## src/rtl/msp_pkg.sv

```systemverilog
// Package for the multiplexed servo pulse generator.
// Word types, operation and register codes, limits and shared helpers.
// No dependencies.
`default_nettype none

package msp_pkg;

  localparam int CHANNELS = 4;
  localparam int CH_W     = (CHANNELS > 1) ? $clog2(CHANNELS) : 1;
  localparam int LINE_W   = 4;

  localparam logic [1:0] OP_TICK      = 2'd0;
  localparam logic [1:0] OP_SET_ANGLE = 2'd1;
  localparam logic [1:0] OP_SET_PULSE = 2'd2;
  localparam logic [1:0] OP_READ      = 2'd3;

  localparam logic [1:0] REG_MIN_PULSE   = 2'd0;
  localparam logic [1:0] REG_MAX_PULSE   = 2'd1;
  localparam logic [1:0] REG_CHANNEL_GAP = 2'd2;
  localparam logic [1:0] REG_FRAME_GAP   = 2'd3;

  localparam logic [7:0]  ANGLE_MAX         = 8'd180;
  localparam logic [7:0]  ANGLE_RESET       = 8'd90;
  localparam logic [11:0] PULSE_RESET       = 12'd1500;
  localparam logic [11:0] MIN_PULSE_RESET   = 12'd1000;
  localparam logic [11:0] MAX_PULSE_RESET   = 12'd2000;
  localparam logic [15:0] CHANNEL_GAP_RESET = 16'd3000;
  localparam logic [15:0] FRAME_GAP_RESET   = 16'd12000;
  localparam logic [15:0] START_DELAY       = 16'd500;

  // floor(x / 180) = floor(floor(x / 4) / 45); 45 via reciprocal, exact for x / 4 < 2^18
  localparam int          RECIP_SHIFT = 24;
  localparam logic [18:0] RECIP_45    = 19'd372828;

  typedef struct packed {
    logic [1:0]  operation;
    logic [2:0]  servo_index;
    logic [7:0]  angle_deg;
    logic [15:0] pulse_width_us;
  } msp_item_t;

  typedef struct packed {
    logic [LINE_W-1:0] servo_lines;
    logic [7:0]        angle_read;
  } msp_result_t;

  typedef struct packed {
    logic load_prod;
    logic load_quot;
  } msp_scale_en_t;

  function automatic logic [7:0] clamp_angle(input logic [7:0] a);
    clamp_angle = (a > ANGLE_MAX) ? ANGLE_MAX : a;
  endfunction

  function automatic logic [11:0] clamp_pulse(input logic [15:0] p,
                                              input logic [11:0] lo,
                                              input logic [11:0] hi);
    logic [15:0] v;
    v = p;
    if (v < {4'd0, lo}) begin
      v = {4'd0, lo};
    end
    if (v > {4'd0, hi}) begin
      v = {4'd0, hi};
    end
    clamp_pulse = v[11:0];
  endfunction

endpackage

`default_nettype wire

```

## src/rtl/msp_scale.sv

```systemverilog
// Angle to pulse offset: floor(angle * (max - min) / 180) in two multiply stages.
// Depends on msp_pkg.
`default_nettype none

module msp_scale
  import msp_pkg::*;
(
  input  wire logic          clk,
  input  wire msp_scale_en_t en,
  input  wire logic [7:0]    angle_deg,
  input  wire logic [11:0]   min_pulse,
  input  wire logic [11:0]   max_pulse,
  output logic [11:0]        offset
);

  logic [7:0]  angle;
  logic [11:0] span;
  logic [19:0] prod;
  logic [36:0] recip_prod;

  always_comb begin
    angle = clamp_angle(angle_deg);
    span  = (max_pulse >= min_pulse) ? (max_pulse - min_pulse) : 12'd0;
  end

  assign recip_prod = 37'(prod[19:2]) * 37'(RECIP_45);

  always_ff @(posedge clk) begin
    if (en.load_prod) begin
      prod <= 20'(angle) * 20'(span);
    end
    if (en.load_quot) begin
      offset <= recip_prod[RECIP_SHIFT +: 12];
    end
  end

endmodule

`default_nettype wire

```

## src/rtl/multiplexed_servo_pulse_generator.sv

```systemverilog
// Top level of the multiplexed servo pulse generator: item pipeline, channel
// sequencer, stored widths and angles, config registers. Uses msp_pkg, msp_scale.
//
// Takes one word per cycle while item_stall is low and returns one result word
// per item after an input stage that forms angle * span, a stage for the
// divide by 180 via reciprocal multiply, an execute stage that updates the
// sequencer and the per-channel tables, and the output register. Each tick
// word is one microsecond of the servo time base. Config registers are taken
// every cycle (cfg_ready stays high) and must only be written while idle.
`default_nettype none

module multiplexed_servo_pulse_generator
  import msp_pkg::*;
(
  input  wire logic        clk,
  input  wire logic        rst,
  input  wire logic        item_valid,
  output logic             item_stall,
  input  wire msp_item_t   item,
  output logic             result_valid,
  input  wire logic        result_stall,
  output msp_result_t      result,
  input  wire logic        cfg_valid,
  output logic             cfg_ready,
  input  wire logic [1:0]  cfg_index,
  input  wire logic [15:0] cfg_data
);

  logic [11:0] min_pulse;
  logic [11:0] max_pulse;
  logic [15:0] channel_gap;
  logic [15:0] frame_gap;

  logic        a_valid;
  msp_item_t   a_item;
  logic        b_valid;
  msp_item_t   b_item;
  logic        c_valid;
  msp_item_t   c_item;
  logic [11:0] offset;

  logic        out_en;
  logic        c_en;
  logic        b_en;
  logic        a_en;
  logic        exec;
  msp_scale_en_t scale_en;

  logic [11:0]         pulse_widths [CHANNELS];
  logic [7:0]          angles [CHANNELS];
  logic [CH_W-1:0]     active_channel;
  logic                pulse_high_phase;
  logic [15:0]         countdown;
  logic [CHANNELS-1:0] line_levels;

  logic [CH_W-1:0]     active_channel_next;
  logic                pulse_high_phase_next;
  logic [15:0]         countdown_next;
  logic [CHANNELS-1:0] line_levels_next;
  logic                id_ok;
  logic [CH_W-1:0]     id;
  logic [12:0]         angle_sum;
  logic [CH_W:0]       ch_inc;
  msp_result_t         result_next;

  assign out_en     = !result_valid || !result_stall;
  assign c_en       = !c_valid || out_en;
  assign b_en       = !b_valid || c_en;
  assign a_en       = !a_valid || b_en;
  assign item_stall = !a_en;
  assign exec       = c_valid && out_en;
  assign cfg_ready  = 1'b1;

  assign scale_en.load_prod = b_en;
  assign scale_en.load_quot = c_en;

  msp_scale u_scale (
    .clk       (clk),
    .en        (scale_en),
    .angle_deg (a_item.angle_deg),
    .min_pulse (min_pulse),
    .max_pulse (max_pulse),
    .offset    (offset)
  );

  always_ff @(posedge clk) begin
    if (rst) begin
      a_valid      <= 1'b0;
      b_valid      <= 1'b0;
      c_valid      <= 1'b0;
      result_valid <= 1'b0;
    end else begin
      if (a_en) begin
        a_valid <= item_valid;
      end
      if (b_en) begin
        b_valid <= a_valid;
      end
      if (c_en) begin
        c_valid <= b_valid;
      end
      if (out_en) begin
        result_valid <= c_valid;
      end
    end
  end

  always_ff @(posedge clk) begin
    if (a_en) begin
      a_item <= item;
    end
    if (b_en) begin
      b_item <= a_item;
    end
    if (c_en) begin
      c_item <= b_item;
    end
    if (exec) begin
      result <= result_next;
    end
  end

  always_ff @(posedge clk) begin
    if (rst) begin
      min_pulse   <= MIN_PULSE_RESET;
      max_pulse   <= MAX_PULSE_RESET;
      channel_gap <= CHANNEL_GAP_RESET;
      frame_gap   <= FRAME_GAP_RESET;
    end else if (cfg_valid && cfg_ready) begin
      case (cfg_index)
        REG_MIN_PULSE:   min_pulse   <= cfg_data[11:0];
        REG_MAX_PULSE:   max_pulse   <= cfg_data[11:0];
        REG_CHANNEL_GAP: channel_gap <= cfg_data;
        REG_FRAME_GAP:   frame_gap   <= cfg_data;
        default: ;
      endcase
    end
  end

  // execute stage
  always_comb begin
    id_ok     = {1'b0, c_item.servo_index} < 4'(CHANNELS);
    id        = c_item.servo_index[CH_W-1:0];
    angle_sum = {1'b0, min_pulse} + {1'b0, offset};
    ch_inc    = {1'b0, active_channel} + (CH_W+1)'(1);

    active_channel_next   = active_channel;
    pulse_high_phase_next = pulse_high_phase;
    countdown_next        = countdown;
    line_levels_next      = line_levels;

    if (c_item.operation == OP_TICK) begin
      if (countdown <= 16'd1) begin
        if (!pulse_high_phase) begin
          line_levels_next[active_channel] = 1'b1;
          countdown_next                   = {4'd0, pulse_widths[active_channel]};
          pulse_high_phase_next            = 1'b1;
        end else begin
          line_levels_next[active_channel] = 1'b0;
          if (ch_inc >= (CH_W+1)'(CHANNELS)) begin
            active_channel_next = '0;
            countdown_next      = frame_gap;
          end else begin
            active_channel_next = ch_inc[CH_W-1:0];
            countdown_next      = channel_gap;
          end
          pulse_high_phase_next = 1'b0;
        end
      end else begin
        countdown_next = countdown - 16'd1;
      end
    end

    result_next.servo_lines = '0;
    for (int k = 0; k < LINE_W; k++) begin
      if (k < CHANNELS) begin
        result_next.servo_lines[k] = line_levels_next[k];
      end
    end
    result_next.angle_read = (c_item.operation == OP_READ && id_ok) ? angles[id] : 8'd0;
  end

  always_ff @(posedge clk) begin
    if (rst) begin
      active_channel   <= '0;
      pulse_high_phase <= 1'b0;
      countdown        <= START_DELAY;
      line_levels      <= '0;
      for (int i = 0; i < CHANNELS; i++) begin
        pulse_widths[i] <= PULSE_RESET;
        angles[i]       <= ANGLE_RESET;
      end
    end else if (exec) begin
      active_channel   <= active_channel_next;
      pulse_high_phase <= pulse_high_phase_next;
      countdown        <= countdown_next;
      line_levels      <= line_levels_next;
      if (id_ok) begin
        case (c_item.operation)
          OP_SET_ANGLE: begin
            pulse_widths[id] <= clamp_pulse(16'(angle_sum), min_pulse, max_pulse);
            angles[id]       <= clamp_angle(c_item.angle_deg);
          end
          OP_SET_PULSE: begin
            pulse_widths[id] <= clamp_pulse(c_item.pulse_width_us, min_pulse, max_pulse);
          end
          default: ;
        endcase
      end
    end
  end

endmodule

`default_nettype wire

```

## config.mk

```make
export PLATFORM = sky130hd
export DESIGN_NAME = multiplexed_servo_pulse_generator
export DESIGN_NICKNAME = d
export VERILOG_FILES = /design/src/rtl/msp_pkg.sv /design/src/rtl/msp_scale.sv /design/src/rtl/multiplexed_servo_pulse_generator.sv
export SDC_FILE = /design/constraint.sdc
export NUM_CORES = 1
export LEC_CHECK = 0
export ABC_AREA = 1
export BUFFER_PORTS_ARGS = -buffer_cell sky130_fd_sc_hd__buf_2
export CAP_MARGIN = 5
export CELL_PAD_IN_SITES_DETAIL_PLACEMENT = 0
export CELL_PAD_IN_SITES_GLOBAL_PLACEMENT = 1
export CORE_MARGIN = 3
export CORE_UTILIZATION = 30
export DETAILED_ROUTE_END_ITERATION = 10
export GPL_ROUTABILITY_DRIVEN = 0
export PLACE_DENSITY = 0.64
export SYNTH_ARGS = -nofsm -noshare
export SYNTH_HDL_FRONTEND = slang
export SYNTH_HIERARCHICAL = 1
export SYNTH_SLANG_ARGS = --single-unit
```

## constraint.sdc

```tcl
create_clock -name clk -period 13.4 [get_ports clk]
set_input_delay 2.01 -clock clk [delete_from_list [all_inputs] [get_ports clk]]
set_output_delay 2.01 -clock clk [all_outputs]
set_load 0.01 [all_outputs]
```

==> metrics.md, run 1 <==
| Metric | Value |
|---|---|
| Outcome | complete, no violations |
| Count of hold buffers inserted by post-cts repair | 0 |
| CTS root buffer | clkbuf_16 |
| Worst slew slack as a fraction of its limit | 26.8% |
| Detail-routed net length per standard cell | 16.4 µm |
| Post-cts gate resize count | 0 |
| Critical register-to-register path startpoint | max_pulse[0]$_SDFFE_PP0P_ |
| Worst Path Arrival | 4180 ps |
| Setup repair after global routing missed its margin | false |
| TritonCTS clock tree | built |
| Core region area | 76500 µm² |
| Number of levels the H-tree was split into | 1 |
| Period utilisation layout | 46.2% |
| Initial antenna violation count | 0 |
| Antenna diode instance count | 0 |
| Yosys warning count | 6 |
| #FFs+latches synth | 294 |
| Maximum clock rate | 161 MHz |
| Via-per-instance ratio | 4.72 |
| Worst slew pin tran | 1090 ps |
| Horizontal die dimension | 285 µm |
| Worst Setup Start Kind | input port |
| Synthesis-to-layout area growth | 10.5% |
| Proportion of synthesized chip area in sequential cells | 34.2% |
| Placed wire-length estimate after detailed placement | 50300 µm |
| Remaining global-route overflow | 0 |
| Main flop type after synthesis | edfxtp_1 |
| Router iterations before antenna repair | 5 |
| Number of CTS-inserted buffers | 31 |
| Cell depth of the worst min-delay path | 0 |
| Starting Density | 30.5% |
| Hold Crit Class | reg -> reg |
| # clock sinks | 294 |
| Count of input and output buffers | 65 |
| Mapped Cells | 2684 |
| Async set-reset flop share out of synthesis | 0% |
| Total Die Area | 81100 µm² |
| Worst Path Class, Setup | in -> out |
| Fillers | 7883 |
| Count of routing violations after the opening detailed-route iteration | 1150 |
| Worst Clk Skew | 26.0 ps |
| Number of nets in the final layout | 3196 |
| Source-to-sink clock delay at the later pin of the worst-skew pair | 580 ps |
| FF/Latch Area | 7980 µm² |
| Number of cell instances on the worst register-to-register path | 26 |
| Unique masters post-synth | 61 |
| Pin count of the biggest net entering global routing | 73 |
| Via count of the first global-routing pass | 18300 |
| Detail Route Antenna Nets | 0 |
| Cell area after technology mapping | 23300 µm² |
| Crit path required time | 11390 ps |
| Number of enable-type register cells in the synthesized netlist | 209 |
| CP Max Fanout | 49 |
| Reg2reg setup slack | 7440 ps |
| Gr usage total | 15.3% |
| Row Count | 101 |
| Count of final hold-check violations | 0 |
| Highest-count cells in the layout ignoring fill and taps | inv_1, nand2_1, nor2_1 |
| Clock tree buffer depth | 3 |
| Number of max-slew violations in the final report | 0 |
| Post-Route WL | 62100 µm |
| Clk slew on worst S/H paths | 60 ps |
| Post-Syn Nets | 3138 |
| Area taken by multi-input logic gates | 13300 µm² |
| Drc violations | 0 |
| Fraction of layout cells with a size suffix above 1 | 8.31% |
| Synthesized area per cell | 8.69 µm² |
| Hold Path End | b_item[14]$_DFFE_PP_ |
| Setup TNS Final | 0 ps |
| Number of maximum-capacitance violations | 0 |
| Die H | 285 µm |
| Post CTS Setup Buffer Count | 0 |
| Number of top-level pins | 67 |
| FF-to-FF End | u_scale/prod[19]$_DFFE_PP_ |
| First-pass GRT wire length | 100000 µm |
| Endpoints failing setup | 0 |
| Min Clock Period, post-route | 6190 ps |
| DR vias | 17900 |
| Commonest non-fill, non-tap cell in the layout | inv_1 |
| Endpoint kind of the worst setup timing path | output port |
| Start point of the worst min-delay path | a_item[14]$_DFFE_PN_ |
[per-layer routing]
| metal | GRT usage, % | part of all wire, % |
|---|---|---|
| met1 | 20.8 | 46 |
| met2 | 26.1 | 47 |
| met3 | 1.89 | 3.9 |
| met4 | 3.51 | 2.5 |
| met5 | 0 | 0 |
[cells by family after synthesis]
kind of cell             count (synthesis)  synth area share, %
AO/OA/AOI/OAI                          396                 9.67
XOR/XNOR                                41                 1.54
adder cells (fa/ha/maj)                402                 26.6
buffers and inverters                  539                 8.97
flip-flops                             294                 34.2
other                                    1               0.0161
AND/OR/NAND/NOR                       1011                 19.0
[how the worst max path moves through the flow]
stage / slack (ps) / to / startpoint / cells after the start
2_1_floorplan: 7080 / item_stall / result_stall / 6
3_3_place_gp: 7120 / item_stall / result_stall / 8
5_1_grt: 6840 / item_stall / result_stall / 8
6_report: 7210 / item_stall / result_stall / 8
3_5_place_dp: 7070 / item_stall / result_stall / 8
4_1_cts: 7060 / item_stall / result_stall / 8
[cells in the mapped netlist, drive strengths merged (5+ instances only)]
cell type  count  area share, %
o21ai        173            4.0
ha           245             13
o211ai        20           0.64
fa           157             13
nor2         321            5.7
o21bai        10           0.32
inv          482            7.8
dfxtp         85            7.3
o22ai         11           0.30
nand4         29           0.78
nand2        467            7.8
xnor2         15           0.56
a21oi        150            3.4
clkinv         5          0.091
buf           20           0.57
nand3        157            3.6
and2           5           0.13
a21o           7           0.23
nor3          20           0.52
xor2          26           0.98
clkbuf        32           0.53
a31oi          5           0.13
edfxtp       209             27
[worst max-delay path, stage by stage]
cell     delay (ps)
buf_2           100
nand2_1         110
nor2_1           70
inv_2           630
nor2_1          110
inv_2           790
nor2_1          150
buf_2           200
[final cells by class]
type	count	area share (%)
multi-input cells	1851	51.4
well taps	1030	5.00
repair buffers	77	1.61
clock inverters	20	0.757
inverters	487	7.11
clock buffers	38	3.11
flip-flops and latches	294	31.0
[flip-flops by register name (all words and copies together) (netlist names), named ones only]
| name | cells |
|---|---|
| b_valid | 1 |
| line_levels | 4 |
| frame_gap | 16 |
| c_item | 29 |
| active_channel | 2 |
| result_valid | 1 |
| angles | 32 |
| u_scale/offset | 12 |
| max_pulse | 12 |
| channel_gap | 16 |
| c_valid | 1 |
| u_scale/prod | 18 |
| b_item | 29 |
| countdown | 16 |
| a_valid | 1 |
| a_item | 29 |
| pulse_high_phase | 1 |
| pulse_widths | 48 |
| result | 12 |
| min_pulse | 12 |
[stage by stage]
| stage | util, % | worst slack (ps) | hold WS, ps | instance area (µm²) | instances |
|---|---|---|---|---|---|
| 6_report | 33.7 | 7210 | 409 | 25800 | 3797 |
| 5_1_grt | 33.7 | 6840 | 421 | 25800 | 3797 |
| 4_1_cts | 33.7 | 7060 | 412 | 25800 | 3797 |
| 3_5_place_dp | 32.4 | 7070 | 405 | 24800 | 3739 |
| 3_3_place_gp | 32.4 | 7120 | 401 | 24800 | 3739 |
| 2_1_floorplan | - | 7080 | 400 | 23300 | 2684 |
Power of run 1 is not shown: default switching activity piles up to over one toggle a cycle in this logic, so the estimate is an artifact.
==> run 2, diff against run 1 <==
- ABC_AREA: 1 -> 0
- PLACE_DENSITY: 0.64 -> 0.63
- clock period: 13.4 -> 6.13 ns (I/O delays scaled with it)
==> run 2 against run 1 <==
Against the previous run: synthesized cell count decreased by 18%; core utilization increased by 3.0 points; register-to-register slack got worse by 7500 ps; non-clock buffer count increased by 209; via count decreased by 6.0%; final cell count decreased by 9.1%; the flow now finishes with violations (setup timing); wire length increased by 0.82%; count of clock-buffer cells in the layout increased by 7; critical path type is now reg -> reg; design area increased by 6.4%.
==> metrics.md, run 2 <==
| Metric | Value |
|---|---|
| Outcome | complete, but fails checks |
| Violations in the final reports | setup timing |
| Initial antenna violation count | 2 (+2) |
| Maximum clock rate | 163 MHz |
| Dominant cell type by count on the critical path | fa_1 |
| Worst Path Arrival | 6440 ps (+2260 ps) |
| Async set-reset flop share out of synthesis | 0% (unchanged) |
| Number of top-level pins | 67 (unchanged) |
| Post-Syn Nets | 2643 (-16%) |
| Total Die Area | 78900 µm² (-2.7%) |
| Remaining global-route overflow | 0 (unchanged) |
| Drc violations | 0 (unchanged) |
| Number of levels the H-tree was split into | 2 (+1) |
| Worst Clk Skew | 19.8 ps (-6.17 ps) |
| Gr usage total | 16.0% (+0.67 points) |
| First-pass GRT wire length | 99200 µm (-0.92%) |
| Area share of the largest cell type after synthesis | 27.7% (+0.77 points) |
| Yosys warning count | 6 (unchanged) |
| Largest stage delay on the critical path | 510 ps (-280 ps) |
| Number of CTS-inserted buffers | 38 (+23%) |
| Registers with the most flip-flops | pulse_widths (48), angles (32) |
| Count of input and output buffers | 65 (unchanged) |
| Core region area | 74700 µm² (-2.3%) |
| Pin count of the biggest net entering global routing | 90 (+23%) |
| Detail-routed net length per standard cell | 18.1 µm (+11%) |
| Worst Setup Start Kind | register |
| Top cells by area in the synthesized netlist | edfxtp_1, fa_1, ha_1 |
| Worst slew slack as a fraction of its limit | 18.5% (-8.3 points) |
| Row Count | 100 (-0.99%) |
| Detail Route Antenna Nets | 0 (unchanged) |
| Fillers | 7450 (-5.5%) |
| Count of routing violations after the opening detailed-route iteration | 889 (-23%) |
| Mapped Cells | 2189 (-18%) |
| Unique masters post-synth | 106 (+74%) |
| Most used standard cell by instance count after synthesis | inv_1 |
| CTS root buffer | clkbuf_16 |
| Reg2reg setup slack | -20 ps (-7460 ps) |
| DR vias | 16900 (-6.0%) |
| Number of nets in the final layout | 2907 (-9.0%) |
| Synthesized area per cell | 10.4 µm² (+19%) |
| Die H | 281 µm (-1.4%) |
| Period utilisation layout | 100% |
| Post-Route WL | 62600 µm (+0.82%) |
| CP Max Fanout | 3 (-94%) |
| #FFs+latches synth | 294 (unchanged) |
| Starting Density | 30.3% (-0.15 points) |
| Worst slew pin tran | 1220 ps (+125 ps) |
| Clock tree buffer depth | 3 (unchanged) |
| Number of enable-type register cells in the synthesized netlist | 209 (unchanged) |
| Cell with the largest stage delay on the worst path | fa_1 |
| Crit path required time | 6420 ps (-4970 ps) |
| Top register by number of flip-flops | pulse_widths |
| Number of maximum-capacitance violations | 0 (unchanged) |
| Via-per-instance ratio | 4.88 (+3.4%) |
| # clock sinks | 294 (unchanged) |
| Source-to-sink clock delay at the later pin of the worst-skew pair | 560 ps (-20 ps) |
| Endpoint kind of the worst setup timing path | register |
| Clk slew on worst S/H paths | 60 ps (about the same) |
| Synthesis-to-layout area growth | 20.9% |
| Cell taking the most area after synthesis | edfxtp_1 |
| Count of final hold-check violations | 0 (unchanged) |
| Worst Path Class, Setup | reg -> reg |
| Highest-count cells in the layout ignoring fill and taps | inv_1, ha_1, buf_4 |
| Antenna diode instance count | 0 (unchanged) |
| Cell area after technology mapping | 22700 µm² (-2.8%) |
| Most frequent cells after synthesis | inv_1, ha_1, edfxtp_1 |
| Number of max-slew violations in the final report | 0 (unchanged) |
| Router iterations before antenna repair | 5 (unchanged) |
| Commonest non-fill, non-tap cell in the layout | inv_1 |
| Main flop type after synthesis | edfxtp_1 |
| Final critical-path setup slack | -23.2 ps (-7230 ps) |
| Endpoints failing setup | 1 (+1) |
| Hold Crit Class | reg -> reg |
| Placed wire-length estimate after detailed placement | 49600 µm (-1.4%) |
| TritonCTS clock tree | built |
| Fraction of layout cells with a size suffix above 1 | 21.8% (+13 points) |
| Min Clock Period, post-route | 6150 ps |
| Horizontal die dimension | 281 µm (-1.4%) |
| Via count of the first global-routing pass | 17700 (-3.6%) |
| Setup repair after global routing missed its margin | true |
| Count of hold buffers inserted by post-cts repair | 0 (unchanged) |
| Final cell utilization of the core | 36.7% (+3.0 points) |
| Proportion of synthesized chip area in sequential cells | 35.2% (+0.98 points) |
| Largest register FFs | 48 (unchanged) |
-- run 2: worst max-delay path, delay by kind of cell (launching register included) --
| family | cells | cell delay, ps |
|---|---|---|
| adders and majority gates | 6 | 2380 |
| and+or+nand+nor | 6 | 1440 |
| AOI/OAI and AO/OA | 7 | 1360 |
| DFF | 1 | 340 |
| buffers and inverters | 5 | 300 |
| xor gates and xnor gates | 1 | 70 |
-- run 2: layer usage --
layer | vias up | track usage, % | share of wire, %
met5 | - | 0 | 0
met4 | 0 | 5.17 | 3.0
met1 | 8258 | 21.3 | 46
met3 | 91 | 1.95 | 3.2
li1 | 8198 | - | -
met2 | 305 | 27.1 | 48
-- run 2: layout make-up --
type	count	area [µm²]	share of cell area [%]
multi-input combinational	1540	13800	50.3
sequential	294	7990	29.1
timing repair buffer	286	2030	7.41
tap	969	1210	4.42
inverter	293	1100	4.01
clock buffer	45	1030	3.75
clock inverter	25	260	0.950
-- run 2: repair_timing --
action,4_1_cts,5_1_grt
setup endpoints to repair,55,62
setup buffers,11,10
pin swaps,45,43
resized for setup,46,61
cloned,0,0
-- run 2: logic make-up after synthesis --
kind of cell,after synthesis,synth area share [%]
other cells,1,0.0165
fa+ha+maj,402,27.4
compound gates,430,12.9
xor+xnor,40,1.55
simple gates,625,13.7
flops,294,35.2
buf+inv,355,6.29
mux,42,2.97
-- run 2: path summary, 6_finish.rpt --
| kind | startpoint | to | cells after the start |
|---|---|---|---|
| worst min register to register | b_item[19]$_DFFE_PP_ | c_item[19]$_DFFE_PP_ | 0 |
| worst max register to register | min_pulse[1]$_SDFFE_PP0P_ | u_scale/prod[18]$_DFFE_PP_ | 25 |
| worst min-delay path | b_item[19]$_DFFE_PP_ | c_item[19]$_DFFE_PP_ | 0 |
| worst max-delay path | min_pulse[1]$_SDFFE_PP0P_ | u_scale/prod[18]$_DFFE_PP_ | 25 |
-- run 2: through the flow --
stage	hold WS, ps	setup TNS (ps)	std cells	worst slack (ps)	instance area (µm²)
finish	406	-23.2	3452	-23.2	27400
global route	419	-1780	3452	-279	27400
CTS	411	-98.5	3443	-63.6	27100
detailed placement	405	-4880	3362	-321	25500
global placement	400	-3370	3362	-290	25500
floorplan	400	-165	2189	-165	22800
Power of run 2 is left out for the same reason.
==> run 3, diff against run 2 <==
- GPL_TIMING_DRIVEN: not set -> 0
- clock period: 6.13 -> 7.5 ns (I/O delays scaled with it)
==> run 3 against run 2 <==
Against the previous run: the flow now finishes without violations; core utilization is 2.5 points lower; die area did not move; highest routed layer unchanged; count of clock-buffer cells in the layout down 2; register-to-register slack better by 400 ps; first-iteration DRC count is 2.1% lower; final cell count shrank 4.6%; flip-flop and latch count stayed put; critical endpoint unchanged; design area down 6.7%; fmax decreased by 14%; via count is 2.6% lower.
==> metrics.md, run 3 (synthesis results as in run 2) <==
| Metric | Value |
|---|---|
| Number of top-level pins | 67 (unchanged) |
| Number of max-slew violations in the final report | 0 (unchanged) |
| Worst slew slack as a fraction of its limit | 23.7% (+5.2 points) |
| Clk slew on worst S/H paths | 60 ps (about the same) |
| Worst Setup Start Kind | register |
| Final cell utilization of the core | 34.2% (-2.5 points) |
| Largest register FFs | 48 (unchanged) |
| Number of nets in the final layout | 2750 (-5.4%) |
| Worst slew pin tran | 1140 ps (-73.9 ps) |
| Core region area | 74700 µm² (unchanged) |
| Die H | 281 µm (unchanged) |
| Crit path required time | 7800 ps (+1380 ps) |
| Maximum clock rate | 140 MHz (-14%) |
| Period utilisation layout | 95.0% (-5.4 points) |
| Count of routing violations after the opening detailed-route iteration | 870 (-2.1%) |
| Clock tree buffer depth | 3 (unchanged) |
| Synthesis-to-layout area growth | 12.8% |
| Gr usage total | 15.8% (-0.21 points) |
| Horizontal die dimension | 281 µm (unchanged) |
| Source-to-sink clock delay at the later pin of the worst-skew pair | 560 ps (about the same) |
| Number of levels the H-tree was split into | 2 (unchanged) |
| CP Max Fanout | 8 (+5) |
| Registers with the most flip-flops | pulse_widths (48), angles (32) |
| Fraction of layout cells with a size suffix above 1 | 10.8% (-11 points) |
| Detail-routed net length per standard cell | 18.8 µm (+3.8%) |
| Post-Route WL | 62000 µm (-1.0%) |
| Pin count of the biggest net entering global routing | 35 (-61%) |
| Endpoints failing setup | 0 (-1) |
| Placed wire-length estimate after detailed placement | 49800 µm (+0.39%) |
| Highest-count cells in the layout ignoring fill and taps | inv_1, ha_1, edfxtp_1 |
| Worst Path Class, Setup | reg -> reg |
| Count of input and output buffers | 65 (unchanged) |
| CTS root buffer | clkbuf_16 |
| Via count of the first global-routing pass | 16800 (-4.6%) |
| Top register by number of flip-flops | pulse_widths |
| Detail Route Antenna Nets | 0 (unchanged) |
| # clock sinks | 294 (unchanged) |
| Total Die Area | 78900 µm² (unchanged) |
| Via-per-instance ratio | 4.98 (+2.1%) |
| Row Count | 100 (unchanged) |
| Starting Density | 30.3% (unchanged) |
| Initial antenna violation count | 0 (-2) |
| First-pass GRT wire length | 96900 µm (-2.3%) |
| Number of CTS-inserted buffers | 37 (-2.6%) |
| Router iterations before antenna repair | 5 (unchanged) |
| TritonCTS clock tree | built |
| Drc violations | 0 (unchanged) |
| Setup repair after global routing missed its margin | false |
| Remaining global-route overflow | 0 (unchanged) |
| Antenna diode instance count | 0 (unchanged) |
| Count of final hold-check violations | 0 (unchanged) |
| Worst Path Arrival | 7430 ps (+990 ps) |
| Commonest non-fill, non-tap cell in the layout | inv_1 |
| Outcome | complete, no violations |
| Min Clock Period, post-route | 7120 ps (+972 ps) |
| Worst Clk Skew | 22.5 ps (+2.63 ps) |
| DR vias | 16400 (-2.6%) |
| Fillers | 7463 (+0.17%) |
| Number of maximum-capacitance violations | 0 (unchanged) |
| Endpoint kind of the worst setup timing path | register |
| Hold Crit Class | reg -> reg |
==> run 3: cell count changes in the layout (fill, tap and decap cells not counted), moves of 8 or more <==
cell / previous run / this run
a21oi_1: 115 / 128
a21oi_2: 15 / 3
buf_4: 211 / 2
clkbuf_1: 3 / 47
clkinvlp_4: 9 / 1
ha_1: 236 / 245
ha_4: 8 / 0
inv_1: 283 / 291
inv_2: 9 / 1
==> run 3: final cells by class <==
cell class                 count  area (µm²)  area share, %
buffer                        62         327           1.28
clock buffer                  43         958           3.75
clock inverter                24         288           1.13
inverter                     293        1100           4.30
multi-input combinational   1540       13300           52.1
sequential                   294        7980           31.2
tap                          969        1210           4.74
timing repair buffer          68         385           1.51
==> run 3: what timing repair did <==
item,CTS,global route
setup endpoints to repair,3,5
hold buffers,0,0
resized for setup,3,9
setup buffers,0,0
==> run 3: metrics by stage <==
step                cell area (µm²)  setup slack, ps  TNS (ps)  hold slack, ps  std cells
floorplan                     22700              856         0             400       2189
global placement              24200            -82.4     -84.4             400       3223
detailed placement            24300            -97.2      -141             405       3226
CTS                           25500             77.1         0             415       3293
global route                  25600             21.3         0             420       3293
finish                        25600              375         0             411       3293
==> run 3: final timing paths <==
check	end	start	slack (ps)	cells past startpoint
hold reg to reg	b_item[6]$_DFFE_PP_	a_item[6]$_DFFE_PN_	410	0
setup reg to reg	u_scale/prod[18]$_DFFE_PP_	min_pulse[0]$_SDFFE_PP0P_	380	26
setup / recovery	u_scale/prod[18]$_DFFE_PP_	min_pulse[0]$_SDFFE_PP0P_	380	26
hold / removal	b_item[6]$_DFFE_PP_	a_item[6]$_DFFE_PN_	410	0
==> run 3: layer usage <==
| metal | global-route usage (%) | wire, µm |
|---|---|---|
| met5 | 0 | 0 |
| met4 | 4.45 | 1570 |
| met3 | 1.94 | 2290 |
| met2 | 26.8 | 29900 |
| met1 | 21.2 | 28200 |
==> run 3: worst max-delay path, stage by stage, from the launching register on <==
cell and delay [ps]:
dfxtp_2 470, ha_1 220, inv_1 50, fa_1 390, a21o_1 190, a21oi_2 220
o21ai_0 140, a21oi_2 230, a21oi_1 100, and2_0 150, clkbuf_1 200, or3b_2 530
fa_1 490, fa_1 490, inv_1 60, fa_1 540, inv_1 60, fa_1 540
inv_1 40, ha_1 310, and3_1 180, nor2b_1 150, or4b_2 620, a21oi_2 160
o31ai_1 90, a21oi_1 190, xnor2_1 80
Power of run 3 is left out for the same reason.
